## src/rnm_pkg.sv

```systemverilog
// Shared types and constants for the nibble RSA modular exponentiation block.
// Used by the modular multiplier and the top level; no dependencies.
package rnm_pkg;

  // Fixed widths of the data ports and of the configuration port.
  localparam int DATA_W  = 31;
  localparam int PDATA_W = 32;
  localparam int PADDR_W = 4;

  // Register indexes, taken from paddr[3:2].
  localparam logic [1:0] REG_MODULUS = 2'd0;
  localparam logic [1:0] REG_ENC_EXP = 2'd1;
  localparam logic [1:0] REG_DEC_EXP = 2'd2;

  // Decimal-coded nibble constants: 1111 is the largest coded value.
  localparam int DIGIT_W   = 11;
  localparam int DIGIT_CNT = 4;

  // Modulus 2*10^k used to isolate decimal digit k, and the threshold 10^k.
  localparam logic [DIGIT_W-1:0] DIGIT_MOD [DIGIT_CNT] = '{
    11'd2, 11'd20, 11'd200, 11'd2000
  };
  localparam logic [DIGIT_W-1:0] DIGIT_THR [DIGIT_CNT] = '{
    11'd1, 11'd10, 11'd100, 11'd1000
  };

  // Status of the shared modular multiplier.
  typedef struct packed {
    logic busy;
    logic done;
  } mm_stat_t;

  // Writes the four bits of a nibble as decimal digits.
  function automatic logic [DIGIT_W-1:0] nibble_to_dec(input logic [3:0] nib);
    logic [DIGIT_W-1:0] m;
    m = '0;
    if (nib[3]) m = m + DIGIT_THR[3];
    if (nib[2]) m = m + DIGIT_THR[2];
    if (nib[1]) m = m + DIGIT_THR[1];
    if (nib[0]) m = m + DIGIT_THR[0];
    return m;
  endfunction

endpackage

```

## src/rsa_nibble_modexp_top.sv

```systemverilog
// Top level of the nibble RSA block: register port, sequencer for right-to-left
// square-and-multiply, and result register. Depends on rnm_pkg and rnm_modmul.
//
//  channel   signals                                   direction
//  config    psel penable pwrite paddr pwdata prdata   APB slave, pready tied high
//  input     in_valid in_stall func data_in            one transfer per item
//  output    out_valid out_stall data_out              one transfer per item
//
// Every modular product runs on one shared bit-serial multiplier in A
// shift-subtract steps, A being OPERAND_WIDTH but at least 11, and is then
// handed over. With L the exponent's bit length an item takes at most
// 1 + 2*L products, one fewer for each clear exponent bit. Decryption adds
// four digit passes. A modulus of 0 or 1 gives a result of 0 without the
// multiplier. Input stall is high while an item is in work; a finished
// result waits in the output register and the next item is taken
// meanwhile. Reset sets all three registers to 1.
module rsa_nibble_modexp_top #(
  parameter int OPERAND_WIDTH = 31
) (
  input  logic                          clk,
  input  logic                          rst,
  input  logic                          psel,
  input  logic                          penable,
  input  logic                          pwrite,
  input  logic [rnm_pkg::PADDR_W-1:0]   paddr,
  input  logic [rnm_pkg::PDATA_W-1:0]   pwdata,
  output logic [rnm_pkg::PDATA_W-1:0]   prdata,
  output logic                          pready,
  input  logic                          in_valid,
  output logic                          in_stall,
  input  logic                          func,
  input  logic [rnm_pkg::DATA_W-1:0]    data_in,
  output logic                          out_valid,
  input  logic                          out_stall,
  output logic [rnm_pkg::DATA_W-1:0]    data_out
);
  import rnm_pkg::*;

  localparam int W  = OPERAND_WIDTH;
  localparam int AW = (W > DIGIT_W) ? W : DIGIT_W;

  typedef enum logic [7:0] {
    ST_IDLE   = 8'b0000_0001,
    ST_REDUCE = 8'b0000_0010,
    ST_EXPCHK = 8'b0000_0100,
    ST_MULT   = 8'b0000_1000,
    ST_SQUARE = 8'b0001_0000,
    ST_POST   = 8'b0010_0000,
    ST_DIGIT  = 8'b0100_0000,
    ST_FINISH = 8'b1000_0000
  } state_t;

  state_t        state;
  logic [W-1:0]  modulus;
  logic [W-1:0]  enc_exponent;
  logic [W-1:0]  dec_exponent;
  logic          func_q;
  logic [W-1:0]  expo;
  logic [W-1:0]  acc;
  logic [W-1:0]  sq;
  logic [2:0]    nib;
  logic [1:0]    dig;
  logic [W-1:0]  result;

  logic          in_take;
  logic          cfg_wr;
  logic [1:0]    reg_idx;
  logic [W-1:0]  d_in;
  logic          dig_bit;

  logic          mm_start;
  logic [AW-1:0] mm_a;
  logic [AW-1:0] mm_b;
  logic [AW-1:0] mm_n;
  mm_stat_t      mm_stat;
  logic [AW-1:0] mm_res;

  assign pready   = 1'b1;
  assign reg_idx  = paddr[3:2];
  assign cfg_wr   = psel && penable && pwrite && pready;
  assign in_stall = (state != ST_IDLE);
  assign in_take  = in_valid && !in_stall;
  assign d_in     = data_in[W-1:0];
  assign dig_bit  = (mm_res >= AW'(DIGIT_THR[dig]));

  // Configuration registers.
  always_ff @(posedge clk) begin
    if (rst) begin
      modulus      <= W'(1);
      enc_exponent <= W'(1);
      dec_exponent <= W'(1);
    end else if (cfg_wr) begin
      unique case (reg_idx)
        REG_MODULUS: modulus      <= pwdata[W-1:0];
        REG_ENC_EXP: enc_exponent <= pwdata[W-1:0];
        REG_DEC_EXP: dec_exponent <= pwdata[W-1:0];
        default: ;
      endcase
    end
  end

  // Register read-back.
  always_comb begin
    unique case (reg_idx)
      REG_MODULUS: prdata = PDATA_W'(modulus);
      REG_ENC_EXP: prdata = PDATA_W'(enc_exponent);
      REG_DEC_EXP: prdata = PDATA_W'(dec_exponent);
      default:     prdata = '0;
    endcase
  end

  // Launch requests for the shared multiplier.
  always_comb begin
    mm_start = 1'b0;
    mm_a     = '0;
    mm_b     = '0;
    mm_n     = AW'(modulus);
    unique case (state)
      ST_IDLE: begin
        // Reduce the base: base * 1 mod n.
        mm_start = in_take && (modulus > W'(1));
        mm_a     = func ? AW'(d_in) : AW'(nibble_to_dec(d_in[3:0]));
        mm_b     = AW'(1);
      end
      ST_EXPCHK: begin
        mm_start = (expo != '0);
        mm_a     = expo[0] ? AW'(acc) : AW'(sq);
        mm_b     = AW'(sq);
      end
      ST_MULT: begin
        mm_start = mm_stat.done;
        mm_a     = AW'(sq);
        mm_b     = AW'(sq);
      end
      ST_POST: begin
        // Decimal digit 0: value mod 2.
        mm_start = func_q;
        mm_a     = AW'(acc);
        mm_b     = AW'(1);
        mm_n     = AW'(DIGIT_MOD[0]);
      end
      ST_DIGIT: begin
        mm_start = mm_stat.done && (dig != 2'(DIGIT_CNT - 1));
        mm_a     = AW'(acc);
        mm_b     = AW'(1);
        mm_n     = AW'(DIGIT_MOD[dig + 2'd1]);
      end
      ST_REDUCE, ST_SQUARE, ST_FINISH: ;
      default: ;
    endcase
  end

  // Sequencer for square-and-multiply and digit extraction.
  always_ff @(posedge clk) begin
    if (rst) begin
      state     <= ST_IDLE;
      out_valid <= 1'b0;
    end else begin
      // The output register empties on a transfer unless a new result is loaded.
      if (out_valid && !out_stall && state != ST_FINISH) begin
        out_valid <= 1'b0;
      end
      unique case (state)
        ST_IDLE: begin
          if (in_take) begin
            func_q <= func;
            expo   <= func ? dec_exponent : enc_exponent;
            if (modulus > W'(1)) begin
              state <= ST_REDUCE;
            end else begin
              result <= '0;
              state  <= ST_FINISH;
            end
          end
        end
        ST_REDUCE: begin
          if (mm_stat.done) begin
            sq    <= W'(mm_res);
            acc   <= W'(1);
            state <= ST_EXPCHK;
          end
        end
        ST_EXPCHK: begin
          priority if (expo == '0) begin
            state <= ST_POST;
          end else if (expo[0]) begin
            state <= ST_MULT;
          end else begin
            state <= ST_SQUARE;
          end
        end
        ST_MULT: begin
          if (mm_stat.done) begin
            acc   <= W'(mm_res);
            state <= ST_SQUARE;
          end
        end
        ST_SQUARE: begin
          if (mm_stat.done) begin
            sq    <= W'(mm_res);
            expo  <= expo >> 1;
            state <= ST_EXPCHK;
          end
        end
        ST_POST: begin
          if (func_q) begin
            dig   <= '0;
            state <= ST_DIGIT;
          end else begin
            result <= acc;
            state  <= ST_FINISH;
          end
        end
        ST_DIGIT: begin
          if (mm_stat.done) begin
            if (dig == 2'(DIGIT_CNT - 1)) begin
              result <= W'({dig_bit, nib});
              state  <= ST_FINISH;
            end else begin
              nib[dig] <= dig_bit;
              dig      <= dig + 2'd1;
            end
          end
        end
        ST_FINISH: begin
          // Hand over once the output register is free or being emptied.
          if (!out_valid || !out_stall) begin
            out_valid <= 1'b1;
            data_out  <= DATA_W'(result);
            state     <= ST_IDLE;
          end
        end
        default: state <= ST_IDLE;
      endcase
    end
  end

  rnm_modmul #(
    .AW (AW)
  ) u_modmul (
    .clk   (clk),
    .rst   (rst),
    .start (mm_start),
    .a     (mm_a),
    .b     (mm_b),
    .n     (mm_n),
    .stat  (mm_stat),
    .res   (mm_res)
  );

`ifndef SYNTH
  // The multiplier is only launched when it is free.
  a_start_free: assert property (@(posedge clk) disable iff (rst)
    mm_start |-> !mm_stat.busy)
    else $error("multiplier launched while busy");

  // A finished product always lands in a state that waits for it.
  a_done_used: assert property (@(posedge clk) disable iff (rst)
    mm_stat.done |-> (state == ST_REDUCE || state == ST_MULT ||
                      state == ST_SQUARE || state == ST_DIGIT))
    else $error("multiplier result dropped");

  // The accumulator stays reduced throughout the exponent loop.
  a_acc_reduced: assert property (@(posedge clk) disable iff (rst)
    (state == ST_EXPCHK) |-> (acc < modulus))
    else $error("accumulator not reduced");

  // The running square stays reduced throughout the exponent loop.
  a_sq_reduced: assert property (@(posedge clk) disable iff (rst)
    (state == ST_EXPCHK) |-> (sq < modulus))
    else $error("square not reduced");
`endif

endmodule

```

## src/rnm_modmul.sv

```systemverilog
// Bit-serial interleaved modular multiplier: res = a * b mod n, with b < n.
// Depends on rnm_pkg for the status struct.
module rnm_modmul #(
  parameter int AW = 31
) (
  input  logic               clk,
  input  logic               rst,
  input  logic               start,
  input  logic [AW-1:0]      a,
  input  logic [AW-1:0]      b,
  input  logic [AW-1:0]      n,
  output rnm_pkg::mm_stat_t  stat,
  output logic [AW-1:0]      res
);
  import rnm_pkg::*;

  localparam int CW = (AW > 1) ? $clog2(AW) : 1;

  logic [AW-1:0] r;
  logic [AW-1:0] a_sh;
  logic [AW-1:0] b_q;
  logic [AW-1:0] n_q;
  logic [CW-1:0] cnt;
  logic          busy;
  logic          done;

  logic [AW+1:0] t;
  logic [AW+1:0] n1;
  logic [AW+1:0] n2;
  logic [AW-1:0] r_next;

  // One step: double the remainder, add b when the next bit of a is set, and
  // reduce. The sum stays below 3n, so subtracting n or 2n always suffices.
  always_comb begin
    n1 = (AW+2)'(n_q);
    n2 = {1'b0, n_q, 1'b0};
    t  = {1'b0, r, 1'b0} + (a_sh[AW-1] ? (AW+2)'(b_q) : '0);
    priority if (t >= n2) begin
      r_next = AW'(t - n2);
    end else if (t >= n1) begin
      r_next = AW'(t - n1);
    end else begin
      r_next = AW'(t);
    end
  end

  // Control: count AW steps, then flag completion for one cycle.
  always_ff @(posedge clk) begin
    if (rst) begin
      busy <= 1'b0;
      done <= 1'b0;
      cnt  <= '0;
    end else begin
      done <= 1'b0;
      if (start) begin
        busy <= 1'b1;
        cnt  <= CW'(AW - 1);
      end else if (busy) begin
        if (cnt == '0) begin
          busy <= 1'b0;
          done <= 1'b1;
        end else begin
          cnt <= cnt - 1'b1;
        end
      end
    end
  end

  // Operands and partial remainder.
  always_ff @(posedge clk) begin
    if (start) begin
      r    <= '0;
      a_sh <= a;
      b_q  <= b;
      n_q  <= n;
    end else if (busy) begin
      r    <= r_next;
      a_sh <= a_sh << 1;
    end
  end

  assign stat.busy = busy;
  assign stat.done = done;
  assign res       = r;

endmodule
```

## config.mk

```make
export PLATFORM = sky130hd
export DESIGN_NAME = rsa_nibble_modexp_top
export DESIGN_NICKNAME = d
export VERILOG_FILES = /design/src/rnm_pkg.sv /design/src/rsa_nibble_modexp_top.sv /design/src/rnm_modmul.sv
export SDC_FILE = /design/constraint.sdc
export NUM_CORES = 1
export LEC_CHECK = 0
export BUFFER_PORTS_ARGS = -buffer_cell sky130_fd_sc_hd__clkbuf_2
export CORE_MARGIN = 4
export CORE_UTILIZATION = 30
export CTS_BUF_LIST = sky130_fd_sc_hd__clkbuf_4
export DETAILED_ROUTE_END_ITERATION = 7
export PLACE_DENSITY = 0.41
export RECOVER_POWER = 25
export SYNTH_ARGS = -nofsm -noshare
export SYNTH_HDL_FRONTEND = slang
export SYNTH_HIERARCHICAL = 1
export SYNTH_SLANG_ARGS = --single-unit
```

## constraint.sdc

```tcl
create_clock -name clk -period 8.5 [get_ports clk]
set_input_delay 0.425 -clock clk [delete_from_list [all_inputs] [get_ports clk]]
set_output_delay 0.425 -clock clk [all_outputs]
set_load 0.01 [all_outputs]
```

==> flow_metrics.env <==
export IMPL_dr_pass1_iters=8
export IMPL_dieArea_mm2=0.0780
export IMPL_timing_setup_critical_path_class="flip-flop to flip-flop"
export IMPL_setup_viol=0
export IMPL_drv_cap=5
export IMPL_final_setup_worst_slack_ns=1.75
export IMPL_syn_nets=2449
export IMPL_timing_rr_start="u_modmul/a_sh[30]$_DFFE_PP_"
export IMPL_p_leak_uw=0.0101
export IMPL_drc=0
export IMPL_place_congestion=0.908
export IMPL_irDropWorstVdd_mv=0.108
export IMPL_initial_core_util_pct=30.3
export IMPL_preCtsSetupSlack_ns=1.73
export IMPL_placementRows=99
export IMPL_hold_path_end="u_modmul/a_sh[5]$_DFFE_PP_"
export IMPL_power_density_mw_per_mm2=313
export IMPL_hpwl_um=49600
export IMPL_drt_initial_drc_count=1316
export IMPL_crit_required_ns=9.29
export IMPL_h_tree_depth=3
export IMPL_rr_worst_depth=20
export IMPL_insertion_delay_ns=0.90
export IMPL_slew_headroom_pct=-147
export IMPL_status="finished with violations"
export IMPL_antenna_found_initial=1
export IMPL_arrival_ns=7.54
export IMPL_syn_area_per_cell_um2=9.78
export IMPL_clk_pin_slew_ns=0.07
export IMPL_fill_cells=7465
export IMPL_grt_start_max_net_pins=104
export IMPL_clock_root_buffer="clkbuf_4"
export IMPL_cp_end_kind="flip-flop"
export IMPL_worstPathMaxFanout=31
export IMPL_yosysWarnings=6
export IMPL_clockBufferDepth=3
export IMPL_grt_pass1_wl_um=107000
export IMPL_fin_nets=2666
export IMPL_track_usage_pct=17.4
export IMPL_hold_path_class="input pin to flip-flop"
export IMPL_worstReg2RegEnd="u_modmul/res[18]$_SDFFE_PP0P_"
export IMPL_syn_area_mm2=0.0221
export IMPL_wire_per_inst_um=19.6
export IMPL_cts_sinks=394
export IMPL_setup_tns_ns=0
export IMPL_min_path_cells=5
export IMPL_numCtsBuffers=114
export IMPL_violations="max-capacitance violations, max-slew violations"
export IMPL_worstHoldStart="data_in[5]"
export IMPL_io_buffers=135
export IMPL_fin_crit_ns=6.75
export IMPL_fp_dieW_um=279
export IMPL_avgViaCountPerCell=5.08
export IMPL_start_kind="flip-flop"
export IMPL_vias=17900
export IMPL_hold_viol_final=0
export IMPL_layout_drive_gt1_share_pct=15.3
export IMPL_rsz0062_at_grt="no"
export IMPL_r2r_setup_slack_ns=1.75
export IMPL_dieHeight_um=279
export IMPL_power_uw=8080
export IMPL_worstMarginPinSlew_ns=3.71
export IMPL_ant_nets=0
export IMPL_routed_wl_um=69000
export IMPL_grt_pass1_vias=18200
export IMPL_fmax_mhz=148
export IMPL_drv_slew=160
export IMPL_cts_tree="done"
export IMPL_fin_skew_ns=0.104
export IMPL_period_share_pct=79.4
export IMPL_fp_coreArea_mm2=0.0730
export IMPL_fin_hold_ws_ns=0.148
export IMPL_grt_overflow=0
export IMPL_synth_cells=2258
export IMPL_boundaryPins=141
export IMPL_area_delta_synth_final_pct=16.8
## metrics by stage
stage / instances / utilization (%) / instance area (um2)
floorplan: 2258 / - / 22100
finish: 3530 / 35.4 / 25800
global placement: 3259 / 32.6 / 23700
global route: 3529 / 35.4 / 25800
CTS: 3528 / 35.5 / 25900
detailed placement: 3259 / 32.6 / 23700
## repair_timing
action                                  CTS  global route
endpoints found under the setup margin    0             0
hold endpoints to repair                125             0
resized for setup                         0             0
hold buffers                             59             0
setup buffers                             0             0
## worst max path at each step
| stage | endpoint | startpoint | slack (ns) |
|---|---|---|---|
| 2_1_floorplan | u_modmul/a_sh[0]$_SDFFCE_PN0P_ | state[6]$_SDFFE_PP0P_ | 2.77 |
| 3_3_place_gp | u_modmul/res[18]$_SDFFE_PP0P_ | u_modmul/a_sh[30]$_DFFE_PP_ | 1.74 |
| 3_5_place_dp | u_modmul/res[18]$_SDFFE_PP0P_ | u_modmul/a_sh[30]$_DFFE_PP_ | 1.73 |
| 4_1_cts | u_modmul/res[18]$_SDFFE_PP0P_ | u_modmul/a_sh[30]$_DFFE_PP_ | 1.66 |
| 5_1_grt | u_modmul/res[18]$_SDFFE_PP0P_ | u_modmul/a_sh[30]$_DFFE_PP_ | 1.29 |
| 6_report | u_modmul/res[18]$_SDFFE_PP0P_ | u_modmul/a_sh[30]$_DFFE_PP_ | 1.75 |
## final cells by class
cell class | count | area (um2) | share of cell area, %
Clock inverter | 29 | 168 | 0.650
Antenna cell | 2 | 5.00 | 0.0194
Timing Repair Buffer | 221 | 1440 | 5.60
Sequential cell | 394 | 10400 | 40.4
Inverter | 94 | 353 | 1.37
Tap cell | 959 | 1200 | 4.65
Clock buffer | 181 | 1360 | 5.27
Multi-Input combinational cell | 1650 | 10800 | 42.0
## cells in the final DEF, fill, tap and decap left out, types with 23 or more instances in the layout
master	n
nand4_1	24
nand3_1	41
clkbuf_1	24
mux2i_1	92
xor2_1	34
and2_1	129
edfxtp_1	254
buf_4	23
a222oi_1	23
ha_1	113
dfxtp_1	140
nor4_1	30
mux2_2	30
clkbuf_2	114
nor3_1	23
xnor2_1	47
o21ai_0	92
a21oi_1	219
nor2_1	114
nand2_1	320
clkbuf_4	181
inv_1	93
a21o_1	30
dlygate4sd3_1	59
## worst max-delay path, stage by stage (launching register included)
cell and delay (ns):
edfxtp_1 0.74, and2_1 0.31, ha_1 0.22, fa_1 0.43
a211oi_1 0.36, o211ai_1 0.20, a211oi_1 0.38, o2bb2ai_1 0.22
a41oi_1 0.40, o21bai_1 0.16, xnor2_1 0.40, ha_1 0.36
nand3_1 0.16, nor4_1 0.08, and4_1 0.21, nor4_1 0.35
nand3_1 0.13, buf_4 0.23, nor2_2 0.58, o21ai_0 0.36
o221a_1 0.31
## power breakdown
part,internal (uW),switching [uW]
logic,1460,2350
registers,2230,182
clock network,996,852
## metal layers
layer / global-route usage (%) / share of wire, % / vias to the layer above
met3: 2.92 / 4.6 / 110
met4: 5.00 / 2.1 / 0
li1: - / - / 8759
met2: 28.7 / 47 / 476
met5: 0 / 0 / -
met1: 23.6 / 47 / 8598
Note: power is estimated with default switching activity, not from simulation.
